`config.mk`:
```
export PLATFORM = sky130hd
export DESIGN_NAME = drive_command_mixer_top
export DESIGN_NICKNAME = d
export VERILOG_FILES = /design/src/dcm_pkg.sv /design/src/dcm_csr.sv /design/src/dcm_ctrl.sv /design/src/dcm_datapath.sv /design/src/drive_command_mixer_top.sv
export SDC_FILE = /design/constraint.sdc
export NUM_CORES = 2
export LEC_CHECK = 0
export BUFFER_PORTS_ARGS = -buffer_cell sky130_fd_sc_hd__buf_4
export CORE_ASPECT_RATIO = 1.25
export CORE_UTILIZATION = 60
export CTS_CLUSTER_DIAMETER = 80
export DETAILED_ROUTE_END_ITERATION = 10
export HOLD_SLACK_MARGIN = 0.05
export PLACE_DENSITY_LB_ADDON = 0.1
export SLEW_MARGIN = 40
export SYNTH_ARGS = -nofsm -noshare
export SYNTH_HDL_FRONTEND = slang
export SYNTH_SLANG_ARGS = --single-unit
export TNS_END_PERCENT = 100
```
`constraint.sdc`:
```
create_clock -name clock -period 6.35 [get_ports clock]
set_input_delay 0.635 -clock clock [delete_from_list [all_inputs] [get_ports clock]]
set_output_delay 0.635 -clock clock [all_outputs]
set_load 0.02 [all_outputs]
```
`src/dcm_pkg.sv`:
```
// Shared constants, types and register codes for the drive command mixer.
package dcm_pkg;

   localparam int BUTTON_COUNT   = 16;
   localparam int AXIS_FRAC_BITS = 14;

   localparam int CSR_ADDR_W = 5;
   localparam int CSR_DATA_W = 32;

   // Widths of the arithmetic path.
   localparam int W_W        = 25;
   localparam int TERM_W     = 34;
   localparam int LIN_MAG_W  = 18;
   localparam int ACC_W      = (AXIS_FRAC_BITS + 20 > 34) ? AXIS_FRAC_BITS + 20 : 34;
   localparam int Y_W        = ACC_W - AXIS_FRAC_BITS;
   localparam int REM_W      = 18;
   localparam int QUO_W      = 8;

   // Division by 1000 is a multiply by ceil(2^28 / 1000) and a shift, exact for
   // every dividend below 2^18.
   localparam int RECIP_W     = 19;
   localparam int RECIP_SHIFT = 28;
   localparam int PROD_W      = REM_W + RECIP_W;

   localparam logic [31:0]              AXIS_ONE        = 32'(1) << AXIS_FRAC_BITS;
   localparam logic [31:0]              DEAD_ZONE_SCALE = 32'd10;
   localparam logic signed [TERM_W-1:0] ANGLE_GAIN      = TERM_W'(179);
   localparam logic [LIN_MAG_W-1:0]     WHEEL_SCALE     = LIN_MAG_W'(1000);
   localparam logic [RECIP_W-1:0]       RECIP_MULT      = RECIP_W'(268436);
   localparam logic [Y_W-1:0]           ROUND_OFFSET    = Y_W'(500);
   localparam logic [Y_W-1:0]           SAT_LIMIT       = Y_W'(256000);
   localparam logic [QUO_W-1:0]         MAG_MAX         = 8'hFF;
   localparam logic [3:0]               DIR_LEFT_REV    = 4'hC;
   localparam logic [3:0]               DIR_RIGHT_REV   = 4'h3;

   // Register indexes on the configuration port.
   localparam logic [2:0] REG_BRAKE    = 3'd0;
   localparam logic [2:0] REG_RESUME   = 3'd1;
   localparam logic [2:0] REG_REC_ON   = 3'd2;
   localparam logic [2:0] REG_REC_OFF  = 3'd3;
   localparam logic [2:0] REG_NAV_ON   = 3'd4;
   localparam logic [2:0] REG_NAV_OFF  = 3'd5;
   localparam logic [2:0] REG_MAX_LIN  = 3'd6;
   localparam logic [2:0] REG_MAX_ANG  = 3'd7;

   typedef struct packed {
      logic               cmd;
      logic [15:0]        button_mask;
      logic signed [15:0] linear_axis;
      logic signed [15:0] angular_axis;
   } req_type;

   typedef struct packed {
      logic [7:0] left_wheel_speed;
      logic [7:0] right_wheel_speed;
      logic [3:0] direction_flags;
      logic       recording_on;
   } rsp_type;

   typedef struct packed {
      logic [3:0] brake_idx;
      logic [3:0] resume_idx;
      logic [3:0] rec_on_idx;
      logic [3:0] rec_off_idx;
      logic [3:0] nav_on_idx;
      logic [3:0] nav_off_idx;
      logic [7:0] max_lin;
      logic [7:0] max_ang;
   } cfg_type;

   localparam cfg_type CFG_RESET = '{
      brake_idx:   4'd7,
      resume_idx:  4'd6,
      rec_on_idx:  4'd1,
      rec_off_idx: 4'd2,
      nav_on_idx:  4'd9,
      nav_off_idx: 4'd8,
      max_lin:     8'd40,
      max_ang:     8'd100
   };

   // Commands from the controller to the datapath.
   typedef struct packed {
      logic load;
      logic mult;
      logic term;
      logic sum;
      logic prep;
      logic divide;
      logic out_load;
   } dp_cmd_type;

   // Status from the datapath to the controller.
   typedef struct packed {
      logic emit;
      logic out_busy;
   } dp_status_type;

endpackage

```
`src/dcm_csr.sv`:
```
// Configuration register file behind the APB-style port.
module dcm_csr (
   input  logic                           clock,
   input  logic                           reset,
   input  logic                           psel,
   input  logic                           penable,
   input  logic                           pwrite,
   input  logic [dcm_pkg::CSR_ADDR_W-1:0] paddr,
   input  logic [dcm_pkg::CSR_DATA_W-1:0] pwdata,
   output logic [dcm_pkg::CSR_DATA_W-1:0] prdata,
   output logic                           pready,
   output dcm_pkg::cfg_type               cfg
);
   import dcm_pkg::*;

   cfg_type    cfg_ff;
   cfg_type    cfg_in;
   logic [2:0] reg_idx;
   logic       wr_en;

   assign reg_idx = paddr[CSR_ADDR_W-1:2];
   assign wr_en   = psel && penable && pwrite;
   assign pready  = 1'b1;
   assign cfg     = cfg_ff;

   always_comb begin
      cfg_in = cfg_ff;
      if (wr_en) begin
         case (reg_idx)
            REG_BRAKE:   cfg_in.brake_idx   = pwdata[3:0];
            REG_RESUME:  cfg_in.resume_idx  = pwdata[3:0];
            REG_REC_ON:  cfg_in.rec_on_idx  = pwdata[3:0];
            REG_REC_OFF: cfg_in.rec_off_idx = pwdata[3:0];
            REG_NAV_ON:  cfg_in.nav_on_idx  = pwdata[3:0];
            REG_NAV_OFF: cfg_in.nav_off_idx = pwdata[3:0];
            REG_MAX_LIN: cfg_in.max_lin     = pwdata[7:0];
            REG_MAX_ANG: cfg_in.max_ang     = pwdata[7:0];
            default:     cfg_in = cfg_ff;
         endcase
      end
   end

   always_comb begin
      case (reg_idx)
         REG_BRAKE:   prdata = CSR_DATA_W'(cfg_ff.brake_idx);
         REG_RESUME:  prdata = CSR_DATA_W'(cfg_ff.resume_idx);
         REG_REC_ON:  prdata = CSR_DATA_W'(cfg_ff.rec_on_idx);
         REG_REC_OFF: prdata = CSR_DATA_W'(cfg_ff.rec_off_idx);
         REG_NAV_ON:  prdata = CSR_DATA_W'(cfg_ff.nav_on_idx);
         REG_NAV_OFF: prdata = CSR_DATA_W'(cfg_ff.nav_off_idx);
         REG_MAX_LIN: prdata = CSR_DATA_W'(cfg_ff.max_lin);
         REG_MAX_ANG: prdata = CSR_DATA_W'(cfg_ff.max_ang);
         default:     prdata = '0;
      endcase
   end

   always_ff @(posedge clock) begin
      if (reset) begin
         cfg_ff <= CFG_RESET;
      end else begin
         cfg_ff <= cfg_in;
      end
   end

endmodule

```
`src/dcm_ctrl.sv`:
```
// Sequencing state machine for the mixer datapath.
module dcm_ctrl (
   input  logic                   clock,
   input  logic                   reset,
   input  logic                   req_valid,
   output logic                   req_stall,
   input  dcm_pkg::dp_status_type status,
   output dcm_pkg::dp_cmd_type    cmd
);
   import dcm_pkg::*;

   typedef enum logic [6:0] {
      S_IDLE = 7'b0000001,
      S_MULT = 7'b0000010,
      S_TERM = 7'b0000100,
      S_SUM  = 7'b0001000,
      S_PREP = 7'b0010000,
      S_DIV  = 7'b0100000,
      S_DONE = 7'b1000000
   } state_type;

   state_type state_ff;
   state_type state_in;

   assign req_stall = (state_ff != S_IDLE);

   always_comb begin
      state_in = state_ff;
      cmd      = '0;
      case (state_ff)
         S_IDLE: begin
            if (req_valid) begin
               cmd.load = 1'b1;
               state_in = S_MULT;
            end
         end
         S_MULT: begin
            // A request from the source not in control yields no response.
            if (status.emit) begin
               cmd.mult = 1'b1;
               state_in = S_TERM;
            end else begin
               state_in = S_IDLE;
            end
         end
         S_TERM: begin
            cmd.term = 1'b1;
            state_in = S_SUM;
         end
         S_SUM: begin
            cmd.sum  = 1'b1;
            state_in = S_PREP;
         end
         S_PREP: begin
            cmd.prep = 1'b1;
            state_in = S_DIV;
         end
         S_DIV: begin
            cmd.divide = 1'b1;
            state_in   = S_DONE;
         end
         S_DONE: begin
            if (!status.out_busy) begin
               cmd.out_load = 1'b1;
               state_in     = S_IDLE;
            end
         end
         default: state_in = S_IDLE;
      endcase
   end

   always_ff @(posedge clock) begin
      if (reset) begin
         state_ff <= S_IDLE;
      end else begin
         state_ff <= state_in;
      end
   end

endmodule

```
`src/dcm_datapath.sv`:
```
// Flag latches, speed arithmetic, divide-by-1000 lanes and response register.
module dcm_datapath (
   input  logic                   clock,
   input  logic                   reset,
   input  dcm_pkg::cfg_type       cfg,
   input  dcm_pkg::req_type       req_data,
   input  dcm_pkg::dp_cmd_type    cmd,
   output dcm_pkg::dp_status_type status,
   output logic                   rsp_valid,
   input  logic                   rsp_stall,
   output dcm_pkg::rsp_type       rsp_data
);
   import dcm_pkg::*;

   function automatic logic pressed(input logic [15:0] mask, input logic [3:0] idx);
      pressed = (int'(idx) < BUTTON_COUNT) && mask[idx];
   endfunction

   // Scale a signed sum to (|x| >> F) + D/2, the dividend of the divide by 1000.
   function automatic logic [Y_W-1:0] round_scale(input logic signed [ACC_W-1:0] x);
      logic [ACC_W-1:0] mag;
      mag = x[ACC_W-1] ? ACC_W'(-x) : ACC_W'(x);
      round_scale = Y_W'(mag >> AXIS_FRAC_BITS) + ROUND_OFFSET;
   endfunction

   // Flags.
   logic stopped_ff, stopped_in;
   logic rec_ff, rec_in;
   logic nav_ff, nav_in;
   logic emit_ff, emit_in;

   // Captured request.
   logic               nav_item_ff, nav_item_in;
   logic               lin_pos_ff, lin_pos_in;
   logic               lin_neg_ff, lin_neg_in;
   logic signed [15:0] ang_ff, ang_in;

   // Arithmetic registers.
   logic signed [W_W-1:0]   w_ff, w_in;
   logic signed [ACC_W-1:0] lin_d_ff, lin_d_in;
   logic signed [ACC_W-1:0] term_ff, term_in;
   logic signed [ACC_W-1:0] a_ff, a_in;
   logic signed [ACC_W-1:0] c_ff, c_in;
   logic [REM_W-1:0]        rem_l_ff, rem_l_in;
   logic [REM_W-1:0]        rem_r_ff, rem_r_in;
   logic [QUO_W-1:0]        q_l_ff, q_l_in;
   logic [QUO_W-1:0]        q_r_ff, q_r_in;
   logic                    sat_l_ff, sat_l_in;
   logic                    sat_r_ff, sat_r_in;
   logic [3:0]              dir_ff, dir_in;

   // Response register.
   rsp_type rsp_ff, rsp_in;
   logic    rsp_valid_ff, rsp_valid_in;

   // Intermediate values.
   logic                     s_tmp, r_tmp, n_tmp;
   logic [LIN_MAG_W-1:0]     lin_mag;
   logic signed [ACC_W-1:0]  lin_scaled;
   logic [W_W-1:0]           abs_w;
   logic                     dead;
   logic signed [TERM_W-1:0] prod;
   logic [Y_W-1:0]           y_l, y_r;
   logic [PROD_W-1:0]        recip_l, recip_r;

   assign status.emit     = emit_ff;
   assign status.out_busy = rsp_valid_ff && rsp_stall;
   assign rsp_valid       = rsp_valid_ff;
   assign rsp_data        = rsp_ff;

   always_comb begin
      // Each flag pair: the set button first, then the clear button.
      s_tmp = !pressed(req_data.button_mask, cfg.resume_idx)
              && (pressed(req_data.button_mask, cfg.brake_idx) || stopped_ff);
      r_tmp = !pressed(req_data.button_mask, cfg.rec_off_idx)
              && (pressed(req_data.button_mask, cfg.rec_on_idx) || rec_ff);
      n_tmp = !pressed(req_data.button_mask, cfg.nav_off_idx)
              && (pressed(req_data.button_mask, cfg.nav_on_idx) || nav_ff);

      lin_mag    = LIN_MAG_W'(cfg.max_lin) * WHEEL_SCALE;
      lin_scaled = $signed(ACC_W'(lin_mag) << AXIS_FRAC_BITS);

      abs_w = w_ff[W_W-1] ? W_W'(-w_ff) : W_W'(w_ff);
      dead  = nav_item_ff && ((32'(abs_w) * DEAD_ZONE_SCALE) < AXIS_ONE);
      prod  = TERM_W'(w_ff) * ANGLE_GAIN;

      y_l     = round_scale(a_ff);
      y_r     = round_scale(c_ff);
      recip_l = PROD_W'(rem_l_ff) * PROD_W'(RECIP_MULT);
      recip_r = PROD_W'(rem_r_ff) * PROD_W'(RECIP_MULT);
   end

   always_comb begin
      stopped_in   = stopped_ff;
      rec_in       = rec_ff;
      nav_in       = nav_ff;
      emit_in      = emit_ff;
      nav_item_in  = nav_item_ff;
      lin_pos_in   = lin_pos_ff;
      lin_neg_in   = lin_neg_ff;
      ang_in       = ang_ff;
      w_in         = w_ff;
      lin_d_in     = lin_d_ff;
      term_in      = term_ff;
      a_in         = a_ff;
      c_in         = c_ff;
      rem_l_in     = rem_l_ff;
      rem_r_in     = rem_r_ff;
      q_l_in       = q_l_ff;
      q_r_in       = q_r_ff;
      sat_l_in     = sat_l_ff;
      sat_r_in     = sat_r_ff;
      dir_in       = dir_ff;
      rsp_in       = rsp_ff;
      rsp_valid_in = rsp_valid_ff && rsp_stall;

      if (cmd.load) begin
         nav_item_in = req_data.cmd;
         lin_pos_in  = req_data.linear_axis > 16'sd0;
         lin_neg_in  = req_data.linear_axis < 16'sd0;
         ang_in      = req_data.angular_axis;
         if (!req_data.cmd) begin
            stopped_in = s_tmp;
            rec_in     = r_tmp;
            nav_in     = n_tmp;
            emit_in    = !n_tmp;
         end else begin
            emit_in = nav_ff;
         end
      end

      if (cmd.mult) begin
         if (stopped_ff) begin
            w_in     = '0;
            lin_d_in = '0;
         end else begin
            w_in = W_W'(ang_ff) * W_W'($signed({1'b0, cfg.max_ang}));
            if (lin_pos_ff) begin
               lin_d_in = lin_scaled;
            end else if (lin_neg_ff) begin
               lin_d_in = -lin_scaled;
            end else begin
               lin_d_in = '0;
            end
         end
      end

      if (cmd.term) begin
         term_in = dead ? '0 : ACC_W'(prod);
      end

      if (cmd.sum) begin
         a_in = lin_d_ff - term_ff;
         c_in = lin_d_ff + term_ff;
      end

      if (cmd.prep) begin
         rem_l_in = y_l[REM_W-1:0];
         rem_r_in = y_r[REM_W-1:0];
         sat_l_in = y_l >= SAT_LIMIT;
         sat_r_in = y_r >= SAT_LIMIT;
         dir_in   = (a_ff[ACC_W-1] ? DIR_LEFT_REV : 4'h0)
                    | (c_ff[ACC_W-1] ? DIR_RIGHT_REV : 4'h0);
      end

      // The quotient only matters below the saturation limit, where it fits a byte.
      if (cmd.divide) begin
         q_l_in = QUO_W'(recip_l >> RECIP_SHIFT);
         q_r_in = QUO_W'(recip_r >> RECIP_SHIFT);
      end

      if (cmd.out_load) begin
         rsp_in.left_wheel_speed  = sat_l_ff ? MAG_MAX : q_l_ff;
         rsp_in.right_wheel_speed = sat_r_ff ? MAG_MAX : q_r_ff;
         rsp_in.direction_flags   = dir_ff;
         rsp_in.recording_on      = rec_ff;
         rsp_valid_in             = 1'b1;
      end
   end

   always_ff @(posedge clock) begin
      if (reset) begin
         stopped_ff   <= 1'b0;
         rec_ff       <= 1'b0;
         nav_ff       <= 1'b0;
         emit_ff      <= 1'b0;
         rsp_valid_ff <= 1'b0;
      end else begin
         stopped_ff   <= stopped_in;
         rec_ff       <= rec_in;
         nav_ff       <= nav_in;
         emit_ff      <= emit_in;
         rsp_valid_ff <= rsp_valid_in;
      end
   end

   always_ff @(posedge clock) begin
      nav_item_ff <= nav_item_in;
      lin_pos_ff  <= lin_pos_in;
      lin_neg_ff  <= lin_neg_in;
      ang_ff      <= ang_in;
      w_ff        <= w_in;
      lin_d_ff    <= lin_d_in;
      term_ff     <= term_in;
      a_ff        <= a_in;
      c_ff        <= c_in;
      rem_l_ff    <= rem_l_in;
      rem_r_ff    <= rem_r_in;
      q_l_ff      <= q_l_in;
      q_r_ff      <= q_r_in;
      sat_l_ff    <= sat_l_in;
      sat_r_ff    <= sat_r_in;
      dir_ff      <= dir_in;
      rsp_ff      <= rsp_in;
   end

endmodule

```
`src/drive_command_mixer_top.sv`:
```
// Top level of the drive command mixer: register file, controller and datapath.
// Each request is taken through multiply, angular term, sum, rounding prep,
// divide by 1000 through a reciprocal multiply, then the response load.
// A new request is taken only after that sequence ends, and the response load waits
// while the output stalls; a request that yields no response skips the arithmetic.
// Synchronous active-high reset loads register defaults and clears the flags and rsp_valid.
module drive_command_mixer_top (
   input  logic                           clock,
   input  logic                           reset,
   input  logic                           req_valid,
   output logic                           req_stall,
   input  dcm_pkg::req_type               req_data,
   output logic                           rsp_valid,
   input  logic                           rsp_stall,
   output dcm_pkg::rsp_type               rsp_data,
   input  logic                           psel,
   input  logic                           penable,
   input  logic                           pwrite,
   input  logic [dcm_pkg::CSR_ADDR_W-1:0] paddr,
   input  logic [dcm_pkg::CSR_DATA_W-1:0] pwdata,
   output logic [dcm_pkg::CSR_DATA_W-1:0] prdata,
   output logic                           pready
);
   import dcm_pkg::*;

   // The register file holds the button assignments and the speed limits.
   cfg_type       cfg;
   // The controller steps the datapath through one request at a time.
   dp_cmd_type    cmd;
   dp_status_type status;

   dcm_csr u_csr (
      .clock   (clock),
      .reset   (reset),
      .psel    (psel),
      .penable (penable),
      .pwrite  (pwrite),
      .paddr   (paddr),
      .pwdata  (pwdata),
      .prdata  (prdata),
      .pready  (pready),
      .cfg     (cfg)
   );

   // The input is taken only while the controller sits idle; a finished response
   // waits in its own register, so a new request can be taken while it is pending.
   dcm_ctrl u_ctrl (
      .clock     (clock),
      .reset     (reset),
      .req_valid (req_valid),
      .req_stall (req_stall),
      .status    (status),
      .cmd       (cmd)
   );

   // The datapath updates the latched flags on a joystick request, forms the wheel
   // sums in fixed point and rounds them half away from zero to saturated magnitudes.
   dcm_datapath u_datapath (
      .clock     (clock),
      .reset     (reset),
      .cfg       (cfg),
      .req_data  (req_data),
      .cmd       (cmd),
      .status    (status),
      .rsp_valid (rsp_valid),
      .rsp_stall (rsp_stall),
      .rsp_data  (rsp_data)
   );

endmodule
```
**Word-level counts from Yosys, hierarchy flattened**

Index checks and enable logic that the tools add are counted.

- Register bits after elaboration: 311
- Bits in latches: 0
- Memory bits (writable): 0
- Bits in read-only memories: 0
- Bits of input ports: 93
- Output and inout bits: 56
- Logic and storage cells: 142
- Memories: 0

- Add/subtract/negate cells: 8
- Multipliers: 6
- Divide/modulo/power cells: 0
- $lt $le $gt $ge: 11
- Eq/ne operators: 17
- Shift-type cells: 0
- Multiplexer cells: 36
- Bitwise operators: 3
- Reduce and logical (&&, ||, !) cells: 26

Operators by type and width:

| cell | count |
|---|---|
| case mux 32 bit (8 select lines) | 1 |
| multiplier 18 x 17 -> 34 bit (second input constant) | 2 |
| 2-to-1 mux 34 bit | 2 |
| negator 34 bit | 2 |
| 2-to-1 mux 32 bit | 2 |
| case mux 7 bit (7 select lines) | 1 |
| adder 20 x 9 -> 20 bit (second input constant) | 2 |
| greater-or-equal comparator 20 x 18 -> 1 bit (second input constant) | 2 |
| adder 34 bit | 1 |
| multiplier 25 x 9 -> 34 bit (second input constant) | 1 |
| negator 32 -> 34 bit | 1 |
| subtractor 34 bit | 1 |
| < comparator 4 x 5 -> 1 bit (second input constant) | 6 |
| < comparator 29 x 15 -> 1 bit (second input constant) | 1 |
| multiplier 25 x 3 -> 28 bit (second input constant) | 1 |
| multiplier 16 x 9 -> 25 bit | 1 |
| 2-to-1 mux 25 bit | 1 |
| negator 25 bit | 1 |
| binary-select mux 1 bit (select 4 bit) | 6 |
| AND reduction 2 bit | 10 |
| 2-to-1 mux 1 bit | 18 |
| greater-than comparator 16 x 1 -> 1 bit (second input constant) | 1 |
| < comparator 16 x 1 -> 1 bit (second input constant) | 1 |
| multiplier 8 x 7 -> 15 bit (second input constant) | 1 |
| other kinds (23) | 41 |

**Depth between registers and ports, before layout**

- Word-level depth: 6
- Gate-level depth with buffers: 23
- Depth with buffers taken out: 22

**Hierarchy**

A second synthesis with hierarchy kept.

- Cells, all modules: 3350
- Area, all modules: 33559.7 µm²

By module, submodules not included:

| module | times used | cells an instance | area each (µm²) | seq. area each (µm²) |
|---|---|---|---|---|
| dcm_datapath | 1 | 3054 | 31056.0 | 7216.9 |
| dcm_csr | 1 | 247 | 2064.5 | 800.8 |
| dcm_ctrl | 1 | 49 | 439.2 | 140.1 |

**Least setup slack after synthesis**

Ideal clock, no wire load.

- Path kind: register to register
- Start: register u_datapath.rem_l_ff[6]
- End: register u_datapath.q_l_ff[7], data pin
- Library setup time: 0.268 ns
- Arrival time: 5.133 ns
- Required time: 6.082 ns
- Slack: 0.948 ns
- Stages on the path, launching flop included: 22
- Path buffers: 0
- Period minus slack after synthesis: 5.402 ns
- Cells stage by stage: edfxtp_1 > ha_1 > ha_1 > inv_1 > fa_1 > fa_1 > inv_1 > fa_1 > inv_1 > fa_1 > inv_1 > ha_1 > a21oi_1 > o21ai_0 > a211oi_1 > a211oi_1 > o211a_1 > o21ai_1 > nand2b_1 > a2111oi_0 > a211oi_1 > xor2_1

- Cells in the longest elaborated chain, start to end: 1

RTL lines:

| item | RTL line | source |
|---|---|---|
| from (decl) | dcm_datapath.sv:44 | `logic [REM_W-1:0] rem_l_ff, rem_l_in;` |
| from (signal assigned) | dcm_datapath.sv:207 | `rem_l_ff <= rem_l_in;` |
| multiplier 18 x 17 -> 34 bit | dcm_datapath.sv:89 | `recip_l = PROD_W'(rem_l_ff) * PROD_W'(RECIP_MULT);` |
| net u_datapath.recip_l[35] | dcm_datapath.sv:64 | `logic [PROD_W-1:0] recip_l, recip_r;` |
| to (signal assigned) | dcm_datapath.sv:209 | `q_l_ff <= q_l_in;` |
| to (decl) | dcm_datapath.sv:46 | `logic [QUO_W-1:0] q_l_ff, q_l_in;` |

The timed path passes the listed nets, and every way through them passes these cells.
A chain may end at the register's enable or synchronous reset.

**Final worst setup path**

- Start: register u_datapath.rem_l_ff[4]
- End: register u_datapath.q_l_ff[7], data pin

The elaborated chain is that of the path after synthesis.

==> out/results.ini <==
[status]
status = complete, no violations

[drt]
via_count = 23000
totalWireLength_mm = 70.1
dr.first_iter.drc_count = 975
firstDrtPassIters = 5
drc = 0
ant_nets = 0
wire_per_inst_um = 16.9
vias_per_cell = 5.54

[clocking]
ctsHoldBuffers = 0
cts_tree = yes
root_buffer = clkbuf_16
clk_pin_slew_ps = 60
numCtsBuffers = 34
clock_path_buffers = 3
h-tree-depth = 2
clock-sinks = 289
post_cts_buffers = 0
clk_latency_ps = 550
cts_resized = 0

[timing]
post-route-period-util = 0.948
final_max_slew_viol_count = 0
hold_viol = 0
fin_worst_skew_ps = 22.6
worst_pin_slew_ps = 755
finalCriticalPeriod_ps = 6020
rsz0062_at_grt = no
fmax_ghz = 0.166
slew_headroom = 0.497
fin_setup_tns_ps = 0
final-setup-viol-count = 0
fin_hold_ws_ps = 257

[synthesis]
yosys-top-cells-area = edfxtp_1, ha_1, fa_1
netlist_area_um2 = 33200
netlist.area_leader.share = 0.214
ys_ff_latch = 289
synth_cell_types = 87
synth_edf_count = 237
synth_ff_type = edfxtp_1
seq_area_frac_synth = 0.245
syn_inst = 3317
avgSynthCellArea_um2 = 10.0
netlist.top_cell.by_area = edfxtp_1
yosysMostFrequentCell = inv_1
synthTopCellsByCount = inv_1, ha_1, fa_1
synthArstFlopShare = 0
yosysWarningCount = 0

[power]
power.density_nw_per_um2 = 156
irDropWorstVdd_v = 0.000221
p_leak_nw = 16.9

[finish]
fin_area_um2 = 35700
layout-drive-gt1-share = 0.0691
n_fill_cell = 4452
final_cell_count_no_fill = 4151
diodes = 0
nets = 4334
area_growth_pct = 7.43

[setup_path]
critPathArrivalTime_ps = 6280
path_class = flop to flop
worstPathRequired_ps = 6610
cp_max_fo = 6
start_kind = flop
cp-end-kind = flop

[die]
core_um2 = 54800
io_pins = 149
start_util = 0.607
dieArea_um2 = 56300
dieWidth_um = 213
rows = 96
dieHeight_um = 265

[global_routing]
gr-total-overflow = 0
antenna_found_initial = 0
grt_start_max_net_pins = 69
grt_first_pass_wirelength_mm = 116
globalRoute.busiestLayer = met2
grt.met3_usage = 0.0283
grt_pass1_vias = 24200
use_met1 = 0.293
use_met2 = 0.485
grtUsageTotal = 0.258

[placed_design]
port_buffers = 97
gp_congestion = 0.897
dp.cells = 4089
place_area_um2 = 34600
hpwl_mm = 57.6

[worst_hold_path]
hold_path.class = input pin to flop

[flow_run]
cap_violations = 0

routing by layer:
| metal | share of wire | vias to the layer above | routed length (um) |
|---|---|---|---|
| met2 | 0.53 | 422 | 37300 |
| met3 | 0.031 | 124 | 2150 |
| met4 | 0.038 | 0 | 2680 |
| met5 | 0 | - | 0 |
| met1 | 0.40 | 11200 | 27900 |
| li1 | - | 11300 | - |
cell families after synthesis:
kind of cell / share of synthesized area
AO/OA/AOI/OAI: 0.0867
AND/OR/NAND/NOR: 0.113
other: 0.000226
XOR/XNOR: 0.0548
buffers and inverters: 0.0844
adder cells (fa/ha/maj): 0.384
multiplexers: 0.0314
flip-flops: 0.245
area by class of cell:
class | instances | area [um^2] | share of cell area
Sequential cell | 289 | 8160 | 0.228
Timing Repair Buffer | 112 | 848 | 0.0238
Clock inverter | 22 | 194 | 0.00543
Inverter | 616 | 2310 | 0.0648
Clock buffer | 39 | 890 | 0.0249
Tap cell | 735 | 920 | 0.0258
Multi-Input combinational cell | 2338 | 22400 | 0.627
worst max-delay path: stages (launching register included):
cell and delay, ps:
edfxtp_1 540, ha_1 350, ha_1 130, inv_1 50
fa_1 530, inv_1 40, ha_1 300, fa_1 540
inv_1 60, fa_1 550, inv_1 50, ha_1 320
and4_1 230, nor4bb_1 130, a22oi_1 320, a211oi_1 170
o211a_1 290, o21ai_1 120, nand2b_1 110, a2111oi_0 590
a211oi_1 140, xor2_1 180
placed cells by master (no fill, tap or decap), types with 15 or more instances in the layout:
master	count
nand2_1	163
buf_4	110
o21ai_0	59
mux4_2	28
nor4_1	26
ha_1	566
a211o_1	15
clkbuf_16	34
nor2b_1	34
conb_1	25
xnor2_1	144
nor3_1	57
fa_1	284
or3_1	30
o21ai_1	15
inv_1	611
xor2_1	64
a31oi_1	23
a21oi_1	122
mux2i_1	40
nor2_1	210
nand2b_1	17
o21bai_1	21
a21o_1	32
and2_1	87
dfxtp_1	52
or2_2	23
edfxtp_1	237
a211oi_1	26
nand3_1	36
sequential cells by signal, indices dropped and copies added (netlist names), 2 cells and up:
name	count
u_csr.cfg	40
u_datapath.w_ff	25
u_datapath.rem_l_ff	18
u_datapath.rsp_data	19
u_datapath.term_ff	34
u_datapath.a_ff	33
u_datapath.c_ff	34
u_datapath.ang_ff	16
u_datapath.q_r_ff	8
u_datapath.rem_r_ff	18
u_ctrl.state_ff	7
u_datapath.q_l_ff	8
u_datapath.dir_ff	2
u_datapath.lin_d_ff	17
through the flow:
step	utilization	power, mW	setup WS (ps)
after floorplan	-	3.25	948
after global placement	0.631	3.66	452
after detailed placement	0.632	3.70	335
after CTS	0.652	5.63	338
after global routing	0.652	5.86	29.4
final	0.652	5.57	330
worst paths after layout:
kind	start	end	slack [ps]	cells after the start
min reg2reg	u_datapath.dir_ff[1]	u_datapath.rsp_data[2]	420	0
max	u_datapath.rem_l_ff[4]	u_datapath.q_l_ff[7]	330	21
max reg2reg	u_datapath.rem_l_ff[4]	u_datapath.q_l_ff[7]	330	21
min	req_data[11]	u_datapath.ang_ff[11]	260	1
report_power, final:
| part | internal (mW) | switching, mW | leakage (nW) |
|---|---|---|---|
| combinational | 0.595 | 0.899 | 13.8 |
| clock | 1.10 | 0.810 | 0.519 |
| sequential | 2.12 | 0.0419 | 2.55 |
(Power assumes the default switching activity.)
